## src/hdl/twvt_ram.sv

```systemverilog
// Generic simple dual-port RAM: one write port, one read port, registered read.
// No dependencies.
module twvt_ram #(
    parameter int WIDTH = 8,
    parameter int DEPTH = 16
) (
    input  logic                     i_clk,
    input  logic                     i_we,
    input  logic [$clog2(DEPTH)-1:0] i_waddr,
    input  logic [WIDTH-1:0]         i_wdata,
    input  logic [$clog2(DEPTH)-1:0] i_raddr,
    output logic [WIDTH-1:0]         o_rdata
);

    logic [WIDTH-1:0] r_mem [DEPTH];
    logic [WIDTH-1:0] r_rdata;

    always_ff @(posedge i_clk) begin
        if (i_we) begin
            r_mem[i_waddr] <= i_wdata;
        end
        r_rdata <= r_mem[i_raddr];
    end

    assign o_rdata = r_rdata;

endmodule

```

## config.mk

```make
export PLATFORM = sky130hd
export DESIGN_NAME = twvt_ram
export DESIGN_NICKNAME = d
export VERILOG_FILES = /design/src/hdl/twvt_ram.sv
export SDC_FILE = /design/constraint.sdc
export NUM_CORES = 1
export LEC_CHECK = 0
export BUFFER_PORTS_ARGS = -buffer_cell sky130_fd_sc_hd__clkbuf_2
export CAP_MARGIN = 20
export CORE_ASPECT_RATIO = 0.9
export CORE_UTILIZATION = 45
export DETAILED_ROUTE_END_ITERATION = 8
export PLACE_DENSITY_LB_ADDON = 0.1
export SLEW_MARGIN = 10
export SYNTH_ARGS = -nofsm -noshare
export SYNTH_HDL_FRONTEND = slang
export SYNTH_SLANG_ARGS = --single-unit
```

## constraint.sdc

```tcl
create_clock -name i_clk -period 2.2 [get_ports i_clk]
set_clock_uncertainty 0.1 [all_clocks]
set_input_delay 0.22 -clock i_clk [delete_from_list [all_inputs] [get_ports i_clk]]
set_output_delay 0.22 -clock i_clk [all_outputs]
set_load 0.01 [all_outputs]
```

==> metrics.md <==
| Metric | Value |
|---|---|
| Max Cap Violations | 0 |
| ANT nets after route | 0 |
| CP Cell Sequence | mux4_1, a22oi_1, nand2_1 |
| Critical path buffers and inverters | 0 |
| Status | complete, no violations |
| Number of synthesized flops with an enable pin | 128 |
| R2r setup slk | about 720 ps |
| Core area | approximately 11,000 µm² |
| Placement-stage cell area | 5589 µm² |
| Initial core utilization | 46.84% |
| WS Path Type | reg -> reg |
| Via count | 2,411 |
| Reg2Reg Capture Point | o_rdata[1] |
| Unrepaired setup endpoints after global routing | false |
| CP startpoint kind | flip-flop |
| Row count | 36 |
| Cell taking the most area after synthesis | edfxtp_1 |
| Crit path capture type | flip-flop |
| Rel. slew slack | 48.17% |
| Worst EP required | between 2000 and 2500 ps |
| HPWL after DPL | ~6.4 mm |
| Reg2Reg Launch Point | r_mem[9][1] |
| Synth top area cells | edfxtp_1, mux4_2, mux4_1 |
| PD cells | just under 1000 nW/µm² |
| Synthesis warning total | 0 |
| Clock Pin Slew Worst Setup and Hold Paths | ~60 ps |
| Antenna violations before repair | 0 |
| Top-Level Pins | 26 |
| Initial DRC Count | 170 |
| Final wirelength | around 10 mm |
| Minimum clock period | between 1000 and 1500 ps |
| GP Congestion | about 0.75 |
| Mapped Nets | roughly 250 |
| Filler instances | between 800 and 900 |
| Port Buffers | 25 |
| Top-count cell post-synth | edfxtp_1 |
| Syn avg cell area | 22.48 µm² |
| Postcts setup bufs | 0 |
| Nets | approximately 310 |
| Cell variety after synth | 19 |
| Leakage | approximately 2.1 nW |
| Clk buf depth | 2 |
| Clk_lat worst skew | around 400 ps |
| FF+latch count, synth | ~140 |
| Cell area after layout | about 6200 µm² |
| Top FF cell, synth | edfxtp_1 |
| Antenna Cells | 0 |
| Slowest cell on the critical path | mux4_1 |
| Vias in the first global route | roughly 2,400 |
| Die Area | ~12,000 µm² |
| Register area | 4004 µm² |
| Area grow syn2layout | 20.42% |
| Hold_sp | i_wdata[7] |
| Seq/Total Area, Yosys | 77.78% |
| F_max | approximately 680 MHz |
| Max stage delay on crit path | 510 ps |
| Worst hold path class | in -> reg |
| Resize count post-CTS | 0 |
| Root buffer cell | clkbuf_16 |
| Worst-margin pin slew | 774.6 ps |
| Post-synth top cells | edfxtp_1, mux4_2, a22oi_1, mux4_1, nor2_1 |
| Post-synth ARST share | 0% |
| H-tree depth | 4 |
| Final Max Tran Viols | 0 |
| CTS buffer count | 17 |
| Synth top area share | roughly 75% |
| GRT Residual Overflow | 0 |
| CP delay by family, top | multiplexers |
| CP max FO | 1 |
| Vias/cell | between 5 and 6 |
| Overall routing resource usage | a little under a fifth |
| Pin count of the biggest net entering global routing | 33 |
| Max IR drop VDD | 0.6035 mV |
| Wire per inst | 22.09 µm |
| Cells after Synth | about 230 |
| Layout cells sized above 1 | about a third |
| Worst EP arrival | roughly 1700 ps |
| CTS Hold Bufs | 0 |
| Setup TNS | 0 ps |
| Syn Std Cell Area | 5147 µm² |
| Period utilisation layout | about 67% |
| Hold endpoint | r_mem[11][7] |
| Die Y | 103.5 µm |
| Worst hold path stage count | 1 |
| CTS Sinks | between 100 and 150 |
| First-pass GRT wire length | between 10 and 15 mm |
| R2R depth | 3 |
| DRC | 0 |
| Die width | 114.7 µm |
| Area of the multi-input gates | around 1100 µm² |
| Final setup fails | 0 |
| CTS tree | done |
| Final hold violations | 0 |
| Drt pass-1 iters | 4 |
| Critical path depth | 3 |
==> cell families after synthesis <==
logic type             count (synthesis)  share of synthesized area (%)
AO/OA/AOI/OAI                         16                          2.334
multiplexers                          32                          15.02
flip-flops                           136                          77.78
buffers and inverters                 10                          1.677
AND/OR/NAND/NOR                       35                          3.184
==> per-layer routing <==
metal | global-route usage [%] | vias to the layer above | wire [µm]
met3 | 5.653 | 8 | 588
met5 | 0 | - | 0
li1 | - | 1095 | -
met2 | 27.60 | 75 | 4526
met4 | 6.593 | 0 | 106
met1 | 27.54 | 1233 | 4787
==> metrics by stage <==
stage / hold slack [ps] / worst slack (ps) / util (%) / total power, W / cells
after floorplan: 218.9 / 387.1 / - / 0.003118 / 229
after global placement: 507.3 / 365.3 / 50.85 / 0.003250 / 421
after detailed placement: 512.0 / 359.7 / 50.85 / 0.003254 / 421
after CTS: 149.0 / 711.0 / 56.40 / 0.006116 / 453
after global routing: 158.1 / 643.7 / 56.40 / 0.006246 / 453
final: 148.6 / 719.0 / 56.40 / 0.006074 / 453
==> registers in the layout, summed over array words and instances, names as in the netlist <==
register,count
r_mem,128
o_rdata,8
==> cells in the final DEF (no fill, tap or decap) <==
cell type,synthesis,routed
a22oi_1,16,16
and2_1,1,1
and2b_1,1,1
buf_12,0,2
buf_4,1,23
bufinv_16,0,4
clkbuf_16,0,17
clkbuf_2,0,25
clkinv_1,0,3
clkinv_2,0,3
clkinvlp_4,0,5
dfxtp_1,8,8
edfxtp_1,128,128
mux4_1,14,14
mux4_2,18,18
nand2_1,9,9
nand2b_1,2,2
nand3_1,1,1
nand3b_1,2,2
nor2_1,13,13
nor2b_1,1,1
nor3_1,4,4
or3b_2,1,1
==> worst max-delay path by stage <==
| stage | from | endpoint | slack [ps] |
|---|---|---|---|
| CTS | r_mem[9][5] | o_rdata[5] | 710 |
| floorplan | i_waddr[2] | r_mem[0][0] | 390 |
| detailed placement | i_raddr[0] | o_rdata[4] | 360 |
| global route | r_mem[9][5] | o_rdata[5] | 640 |
| global placement | i_raddr[0] | o_rdata[5] | 370 |
| finish | r_mem[9][1] | o_rdata[1] | 720 |
==> report_power, final <==
group          total (W)  switching (W)  leakage (nW)  internal (W)
clock network    0.00288        0.00101         0.283       0.00187
logic           0.000276       0.000159         0.617      0.000118
registers        0.00292      0.0000206          1.22       0.00290
==> cell type report <==
cell class                      count  area share (%)
Multi-Input combinational cell     83           17.06
Sequential cell                   136           64.59
Clock buffer                       17           6.863
Timing Repair Buffer               50           5.450
Tap cell                          152           3.068
Clock inverter                     15           2.967
Power figures use the tool's default switching activity.
