<file path="src/hdl/twvt_pkg.sv">
// Shared types and constants for the rolling-window trade volume tracker.
// Used by the channel interfaces, the divider and the top level; depends on nothing.
package twvt_pkg;

    localparam int EVENT_TIME_W = 64;
    localparam int AMOUNT_W     = 40;
    localparam int VOLUME_W     = 48;
    localparam int FRAC_W       = 16;
    localparam int PROGRESS_W   = FRAC_W + 1;
    localparam int DAYS_W       = 9;
    localparam int WINDOW_NS_W  = 56;
    localparam int CFG_IDX_W    = 1;
    localparam int CFG_DATA_W   = 48;

    localparam int SAMPLE_DEPTH_DEF = 256;

    localparam logic [WINDOW_NS_W-1:0] NS_PER_DAY      = 56'd86_400_000_000_000;
    localparam logic [DAYS_W-1:0]      WINDOW_DAYS_RST = 9'd30;
    localparam logic [WINDOW_NS_W-1:0] WINDOW_NS_RST   =
        WINDOW_NS_W'(WINDOW_DAYS_RST) * NS_PER_DAY;
    localparam logic [PROGRESS_W-1:0]  PROGRESS_ONE    = PROGRESS_W'(1) << FRAC_W;

    // configuration register indexes
    localparam logic [CFG_IDX_W-1:0] CFG_TIER_THRESHOLD = 1'b0;
    localparam logic [CFG_IDX_W-1:0] CFG_WINDOW_DAYS    = 1'b1;

    typedef logic [VOLUME_W-1:0] t_volume;

endpackage

</file>
<file path="src/hdl/twvt_div.sv">
// Restoring divider, one quotient bit per cycle, for dividend below divisor.
// Gives the FRAC_W fraction bits of dividend / divisor. Depends on twvt_pkg.
module twvt_div (
    input  logic                          i_clk,
    input  logic                          i_rst_n,
    input  logic                          i_start,
    input  twvt_pkg::t_volume             i_dividend,
    input  twvt_pkg::t_volume             i_divisor,
    output logic                          o_done,
    output logic [twvt_pkg::FRAC_W-1:0]   o_quot
);

    localparam int W     = twvt_pkg::VOLUME_W;
    localparam int CNT_W = $clog2(twvt_pkg::FRAC_W);

    logic                         r_busy;
    logic                         r_done;
    logic [CNT_W-1:0]             r_cnt;
    logic [W-1:0]                 r_rem;
    logic [W-1:0]                 r_dsr;
    logic [twvt_pkg::FRAC_W-1:0]  r_quot;

    logic [W:0]                   rem2;
    logic                         take;

    // remainder stays below the divisor, so doubling fits in W+1 bits
    assign rem2 = {r_rem, 1'b0};
    assign take = rem2 >= {1'b0, r_dsr};

    always_ff @(posedge i_clk) begin
        if (!i_rst_n) begin
            r_busy <= 1'b0;
            r_done <= 1'b0;
            r_cnt  <= '0;
        end else begin
            r_done <= 1'b0;
            if (i_start) begin
                r_busy <= 1'b1;
                r_cnt  <= '0;
            end else if (r_busy) begin
                r_cnt <= r_cnt + CNT_W'(1);
                if (r_cnt == CNT_W'(twvt_pkg::FRAC_W - 1)) begin
                    r_busy <= 1'b0;
                    r_done <= 1'b1;
                end
            end
        end
    end

    always_ff @(posedge i_clk) begin
        if (i_start) begin
            r_rem  <= i_dividend;
            r_dsr  <= i_divisor;
            r_quot <= '0;
        end else if (r_busy) begin
            r_rem  <= take ? W'(rem2 - {1'b0, r_dsr}) : rem2[W-1:0];
            r_quot <= {r_quot[twvt_pkg::FRAC_W-2:0], take};
        end
    end

    assign o_done = r_done;
    assign o_quot = r_quot;

endmodule

</file>
<file path="config.mk">
export PLATFORM = sky130hd
export DESIGN_NAME = twvt_div
export DESIGN_NICKNAME = d
export VERILOG_FILES = /design/src/hdl/twvt_pkg.sv /design/src/hdl/twvt_div.sv
export SDC_FILE = /design/constraint.sdc
export NUM_CORES = 1
export LEC_CHECK = 0
export BUFFER_PORTS_ARGS = -buffer_cell sky130_fd_sc_hd__buf_2
export CAP_MARGIN = 5
export CORE_AREA = 2 2 136 138
export DETAILED_ROUTE_END_ITERATION = 12
export DIE_AREA = 0 0 138 140
export GPL_TIMING_DRIVEN = 0
export PLACE_DENSITY = 0.77
export SYNTH_ARGS = -nofsm -noshare
export SYNTH_HDL_FRONTEND = slang
export SYNTH_SLANG_ARGS = --single-unit
</file>
<file path="constraint.sdc">
create_clock -name i_clk -period 3.5 [get_ports i_clk]
set_clock_uncertainty 0.2 [all_clocks]
set_input_delay 0.35 -clock i_clk [delete_from_list [all_inputs] [get_ports i_clk]]
set_output_delay 0.35 -clock i_clk [all_outputs]
set_load 0.05 [all_outputs]
</file>
==> results.txt, run 1 <==
Pre-antenna DRT Iters - 5
Vias in the first global route - 6678
Port bufs - 115
Initial antenna violation count - 0
First-pass GRT wire length - 33800 um
Storage cell area - 0.00332 sq mm
Layout filler cell count - 1510
Synth warn - 0
Post-DP Area - 0.00881 sq mm
WP data required - 3.58 ns
Total GRT Usage - 0.218
DR WL/cell - 17.9 um
CTS Sinks - 118
Area delta synth->final - 32.0%
Via density - 5.54
Crit share post-route - 0.995
Synth unique cells - 67
Worst VDD drop - 0.000434 V
Clk Latency, worst-skew pair - 0.43 ns
DRT Wirelength - 22000 um
Outcome - complete, no violations
Pleak - 0.00450 uW
Post-synth net total - 940
I/O pin cnt - 116
Layout cell share with drive strength beyond 1 - 0.295
Finish-stage setup viols - 0
Most frequent cells in the layout - 116 x buf_2, 96 x edfxtp_1, 79 x a21oi_1
Hold Fails Final Rpt - 0
Synthesized area per cell - 10.1 sq um
EDFF count, synth - 96
DRT iter0 DRCs - 593
Core ar. - 0.0178 sq mm
Antenna cells - 0
Post-Syn Area - 0.00795 sq mm
H-tree levels - 4
Placer Congestion - 0.925
CTS tree - built
Max Fclk - 0.287 GHz
Synth Flop Type - edfxtp_1
Reg clk slew, reported paths - 0.07 ns
Nets - 1141
CP Capture Type - flop
Post-synthesis instance total - 791
Die Span Y - 140 um
Slew HR - 0.189
Worst Setup Path Type - flop to flop
CP Data Arrival Time - 3.56 ns
Async set or reset register ratio after synthesis - 0
Horiz. Die Dim - 138 um
Clock Tree Root - clkbuf_16
Initial Util - 0.447
Worst Tran Pin Value - 1.22 ns
Min Tclk post-route - 3.48 ns
Reg2reg setup slack - 0.02 ns
Die ar. - 0.0193 sq mm
Crit path max fanout - 5
HP Class - input pin to flop
PD cells - 738 mW/mm^2
Max cap viols - 0
Final hold slack - 0.00854 ns
DRC - 0
Max-slew violation count - 0
Worst-case clock buffer depth - 2
Final instance area - 0.0105 sq mm
Core Rows - 49
Commonest non-fill, non-tap cell in the layout - buf_2
Congestion Overflow GR - 0
DR vias - 6838
Number of synthesized register bits - 118
Seq/Total Area, Yosys - 0.418
Number of routed nets with antenna violations - 0
Largest net degree at the start of global routing - 54
CTS buffer count - 17
Worst setup SP type - flop
Post-DP HPWL - 15000 um
Unrepaired setup endpoints after global routing - yes
Area of the multi-input gates - 0.00459 sq mm
## synthesized netlist by cell type, drive strengths merged, types with 8 or more instances
| master | count | area [sq um] |
|---|---|---|
| edfxtp | 96 | 2880 |
| a21oi | 82 | 422 |
| inv | 61 | 229 |
| nor2 | 53 | 199 |
| mux2 | 52 | 657 |
| nand2 | 51 | 191 |
| ha | 49 | 613 |
| a21o | 30 | 225 |
| o21ai | 26 | 134 |
| dfxtp | 22 | 440 |
| xnor2 | 21 | 184 |
| clkbuf | 19 | 71.3 |
| nand3 | 19 | 95.1 |
| xor2 | 19 | 166 |
| mux2i | 18 | 180 |
| nor2b | 17 | 106 |
| buf | 15 | 119 |
| nor3 | 14 | 75.1 |
| nand4 | 13 | 81.3 |
| and3 | 11 | 68.8 |
| or3 | 10 | 62.6 |
| o21bai | 8 | 60.1 |
| o31ai | 8 | 65.1 |
## power breakdown
| part | internal, uW | switching, uW |
|---|---|---|
| Clock | 1060 | 695 |
| Sequential | 1860 | 170 |
| Combinational | 1940 | 2030 |
## sequential cells by signal, indices dropped and copies added, names as in the netlist
register and flops:
o_done 1, o_quot 16, r_busy 1, r_cnt 4
r_dsr 48, r_rem 48
## worst max-delay path: stages, from the launching register on
cell and delay (ns):
edfxtp_1 0.43, ha_4 0.29, a211oi_1 0.26, nor2_1 0.11
or3b_1 0.41, o2111ai_2 0.26, a311oi_2 0.13, buf_4 0.17
o31ai_4 0.34, nor2_1 0.08, or4_1 0.51, a21oi_1 0.15
## cell type report
type | instances | area share
clock buffers | 19 | 0.0412
repair buffers | 190 | 0.125
multi-input cells | 578 | 0.437
well taps | 229 | 0.0273
flip-flops and latches | 118 | 0.316
clock inverters | 13 | 0.0144
inverters | 61 | 0.0218
plain buffers | 26 | 0.0172
## repair_timing
item                                    4_1_cts  5_1_grt
gates resized for setup                      26       56
gates cloned                                  0        2
setup buffers                                 4       19
hold endpoints to repair                     50        0
endpoints found under the setup margin       49       96
hold buffers                                 50        0
pin swaps                                     6       14
## cells by family (layout without fill, tap and decap cells)
logic type | count (synthesis) | count (layout) | share of synthesized area
simple gates | 217 | 217 | 0.137
mux | 70 | 70 | 0.105
buf+inv | 95 | 309 | 0.0527
xor+xnor | 40 | 40 | 0.0441
fa+ha+maj | 50 | 50 | 0.0796
flops | 118 | 118 | 0.418
compound gates | 201 | 201 | 0.164
## worst paths after layout
path,startpoint,end,cells past startpoint
max,r_rem[14],r_rem[44],11
max reg2reg,r_rem[14],r_rem[44],11
min,i_dividend[36],r_rem[36],3
min reg2reg,r_cnt[3],o_done,2
## metrics by stage
stage	power (uW)	utilization	cells	TNS [ns]	setup WS (ns)
floorplan	4600	-	791	0	0.182
global placement	5270	0.496	1135	-31.66	-0.414
detailed placement	5340	0.496	1135	-33.84	-0.444
CTS	7280	0.566	1215	0	0.00353
global route	8160	0.591	1234	-1.39	-0.113
finish	7750	0.591	1234	0	0.0182
## metal layers
metal  global-route usage  vias up  routed length [um]
met2                0.363      262               10400
met5                    0        -                   0
met4               0.0714        0                 595
li1                     -     3301                   -
met3               0.0444       47                1410
met1                0.285     3228                9620
No activity file was read; power rests on OpenSTA's default activity.
==> inputs of run 2 (changes only) <==
==> constraint.sdc (replaced) <==
create_clock -name i_clk -period 3.5 [get_ports i_clk]
set_clock_uncertainty 0.2 [all_clocks]
set_input_delay 0.7 -clock i_clk [delete_from_list [all_inputs] [get_ports i_clk]]
set_output_delay 0.7 -clock i_clk [all_outputs]
set_load 0.05 [all_outputs]
==> results.txt, run 2 (synthesis gave the netlist of run 1 again) <==
I/O pin cnt - 116
H-tree levels - 4
Number of routed nets with antenna violations - 0
Min Tclk post-route - 3.49 ns
Die ar. - 0.0193 sq mm
Congestion Overflow GR - 0
Max-slew violation count - 0
DRT Wirelength - 21500 um
Placer Congestion - 0.925
Layout cell share with drive strength beyond 1 - 0.319
Setup ws final - 0.00741 ns
Crit share post-route - 0.998
Most frequent cells in the layout - 114 x buf_2, 96 x edfxtp_1, 78 x a21oi_1
Core ar. - 0.0178 sq mm
Hold Fails Final Rpt - 0
Crit-path leading delay family - simple AND/OR/NAND/NOR gates
Horiz. Die Dim - 138 um
Slew HR - 0.434
Post-DP HPWL - 15000 um
DRT iter0 DRCs - 502
Post-route insts no fill - 1185
Area delta synth->final - 26.3%
Outcome - complete, no violations
CP Data Arrival Time - 3.47 ns
Clk Latency, worst-skew pair - 0.43 ns
Final Util - 0.565
CP Cell Sequence - ha_4 -> buf_6 -> nand3_4 -> or3_4 -> o211ai_1 -> nand3_2 -> a31oi_4 -> or2_1 -> buf_8 -> clkbuf_16 -> mux2_4 -> mux2_2
Initial antenna violation count - 0
PD cells - 772 mW/mm^2
Dpl ws - -0.794 ns
WP data required - 3.47 ns
Core Rows - 49
Clock Tree Root - clkbuf_16
Total GRT Usage - 0.212
Worst Setup Path Type - flop to flop
Reg clk slew, reported paths - 0.06 ns
CP Capture Type - flop
Port bufs - 115
DRC - 0
Antenna cells - 0
DR vias - 6699
Commonest non-fill, non-tap cell in the layout - buf_2
Crit path max fanout - 7
Pleak - 0.00430 uW
Nets - 1092
Finish-stage setup viols - 0
HP Class - input pin to flop
Worst-case clock buffer depth - 2
Worst Tran Pin Value - 0.849 ns
Unrepaired setup endpoints after global routing - yes
Worst VDD drop - 0.000429 V
WP buf/inv - 3
Final hold slack - 0.243 ns
Vias in the first global route - 6446
CTS tree - built
Max Fclk - 0.286 GHz
CTS buffer count - 17
Max stage delay on crit path - 0.45 ns
Largest net degree at the start of global routing - 54
Die Span Y - 140 um
Max cap viols - 0
Pre-antenna DRT Iters - 6
Initial Util - 0.447
DR WL/cell - 18.2 um
Worst setup SP type - flop
Via density - 5.65
CTS Sinks - 118
Setup TNS - 0 ns
First-pass GRT wire length - 32700 um
Critical-path top delay cell - edfxtp_1
Placed cells - 1135
==> run 2: stage by stage <==
stage               cell area [sq um]  total power (uW)
global route                    10000              8170
CTS                              9570              7230
detailed placement               8810              5340
finish                          10000              7750
global placement                 8810              5270
floorplan                        7950              4600
==> run 2: what timing repair did <==
item,4_1_cts,5_1_grt
gates resized for setup,28,69
buffers inserted,3,22
hold buffers,0,0
pin swaps,4,12
setup endpoints to repair,97,96
endpoints found under the hold margin,0,0
gates cloned,0,2
==> run 2: worst paths after layout <==
check / to / cells after the start / slack, ns / startpoint
hold / removal: r_dsr[38] / 1 / 0.24 / i_divisor[38]
setup / recovery: r_rem[10] / 12 / 0.007 / r_rem[9]
setup reg to reg: r_rem[10] / 12 / 0.007 / r_rem[9]
hold reg to reg: o_done / 2 / 0.29 / r_cnt[3]
==> run 2: layer usage <==
metal  vias to the layer above  wire, um  track usage
met5                         -         0            0
met4                         0       656       0.0725
met3                        52      1340       0.0444
met2                       277     10100        0.351
met1                      3166      9410        0.277
li1                       3204         -            -
==> run 2: report_power, final <==
part / switching (uW) / leakage (uW) / total (uW) / internal (uW)
combinational: 2050 / 0.00290 / 3980 / 1930
sequential: 168 / 0.00113 / 2020 / 1860
clock: 690 / 0.000270 / 1750 / 1060
==> run 2: cell type report <==
class | count | area (sq um)
Timing Repair Buffer | 142 | 823
Inverter | 61 | 229
Clock buffer | 19 | 433
Multi-Input combinational cell | 578 | 4610
Sequential cell | 118 | 3320
Buffer | 25 | 183
Fill cell | 1559 | 7740
Tap cell | 229 | 287
Clock inverter | 13 | 151
==> inputs of run 3 (changes only) <==
- CORE_AREA: 2 2 136 138 -> 2 2 96 191
- DIE_AREA: 0 0 138 140 -> 0 0 98 193
- PLACE_DENSITY: 0.77 -> 0.78
==> results.txt, run 3 (synthesis gave the netlist of run 1 again) <==
Clk network pwr share - 0.247
Final hold slack - 0.242 ns
I/O pin cnt - 116
Vias in the first global route - 6829
Hold Fails Final Rpt - 0
CTS buffer count - 17
DRC - 0
Post-DP Area - 0.00879 sq mm
Initial Util - 0.454
Core ar. - 0.0175 sq mm
Setup TNS - 0 ns
Crit path max fanout - 7
Congestion Overflow GR - 0
Worst VDD drop - 0.000487 V
DR vias - 6630
WP data required - 3.47 ns
Port bufs - 115
DR WL/cell - 18.5 um
Post-DP HPWL - 15400 um
Commonest non-fill, non-tap cell in the layout - buf_2
Finish-stage setup viols - 0
Most frequent cells in the layout - 114 x buf_2, 96 x edfxtp_1, 76 x a21oi_1
Total GRT Usage - 0.227
Layout filler cell count - 1518
Int Pwr - 5080 uW
Worst Setup Path Type - flop to flop
Max Fclk - 0.289 GHz
Max stage delay on crit path - 0.43 ns
Min Tclk post-route - 3.47 ns
CP Cell Sequence - ha_4 -> nand2_4 -> or3_4 -> and3_4 -> a22oi_2 -> nand3_4 -> a31oi_4 -> or2_1 -> buf_6 -> buf_8 -> mux2_4 -> mux2_4
Number of routed nets with antenna violations - 0
Nets - 1088
Largest net degree at the start of global routing - 54
Max-slew violation count - 0
Layout cell share with drive strength beyond 1 - 0.317
Reg clk slew, reported paths - 0.06 ns
Placer Congestion - 0.943
Via density - 5.69
Slew HR - 0.471
Clk Latency, worst-skew pair - 0.43 ns
Pre-antenna DRT Iters - 7
Die Span Y - 193 um
PD cells - 787 mW/mm^2
Area delta synth->final - 26.9%
Initial antenna violation count - 0
Outcome - complete, no violations
Part of the power in combinational logic - 0.499
Pleak - 0.00437 uW
Sw power - 2860 uW
CTS Sinks - 118
Antenna cells - 0
Setup ws final - 0.0344 ns
Crit-path leading delay family - simple AND/OR/NAND/NOR gates
Power share of the sequential group - 0.255
Crit share post-route - 0.990
DRT iter0 DRCs - 293
CTS tree - built
Worst setup SP type - flop
Final instance area - 0.0101 sq mm
WP buf/inv - 2
Max cap viols - 0
Die ar. - 0.0189 sq mm
H-tree levels - 4
HP Class - input pin to flop
Horiz. Die Dim - 98 um
CP Capture Type - flop
Unrepaired setup endpoints after global routing - yes
First-pass GRT wire length - 33700 um
Switching share of power - 0.360
Critical-path top delay cell - edfxtp_1
Clock Tree Root - clkbuf_16
Worst-case clock buffer depth - 2
Dpl ws - -1.01 ns
DRT Wirelength - 21600 um
CP Data Arrival Time - 3.44 ns
Core Rows - 69
Worst Tran Pin Value - 0.793 ns
CP most frequent cell - mux2_4
## run 3: layout make-up
cell class	count	area [sq um]	share of cell area
multi-input cells	578	4650	0.461
flip-flops and latches	118	3320	0.329
repair buffers	139	806	0.0798
clock buffers	18	429	0.0425
well taps	213	267	0.0264
inverters	61	229	0.0227
clock inverters	14	224	0.0222
plain buffers	24	163	0.0161
## run 3: worst paths after layout
check / from / end / slack [ns] / depth (start not counted)
max: r_rem[14] / r_rem[17] / 0.03 / 12
min: i_divisor[0] / r_dsr[0] / 0.24 / 1
max reg2reg: r_rem[14] / r_rem[17] / 0.03 / 12
min reg2reg: o_quot[15] / o_quot[15] / 0.30 / 2
## run 3: metrics by stage
step / util / total power (uW) / instances
2_1_floorplan: - / 4600 / 791
3_3_place_gp: 0.502 / 5280 / 1119
3_5_place_dp: 0.502 / 5350 / 1119
4_1_cts: 0.567 / 7740 / 1163
5_1_grt: 0.576 / 8390 / 1165
6_report: 0.576 / 7940 / 1165
## run 3: repair_timing
action                     4_1_cts  5_1_grt
hold buffers                     0        0
gates cloned                     2        0
pin swaps                       14        8
buffers inserted                15        8
resized for setup               64       40
setup endpoints to repair       97       41
## run 3: layer usage
metal,up-vias,global-route usage,part of all wire
met4,0,0.0999,0.031
met5,-,0,0
met2,232,0.409,0.52
li1,3200,-,-
met3,46,0.0436,0.050
met1,3152,0.261,0.40
## run 3: power groups by stage
| stage | Sequential, uW | Combinational, uW | Clock (uW) |
|---|---|---|---|
| after floorplan | 1970 | 2630 | 0 |
| after global placement | 2000 | 3280 | 0 |
| after detailed placement | 2010 | 3340 | 0 |
| after CTS | 2010 | 3740 | 1980 |
| after global routing | 2050 | 4280 | 2050 |
| final | 2020 | 3960 | 1960 |
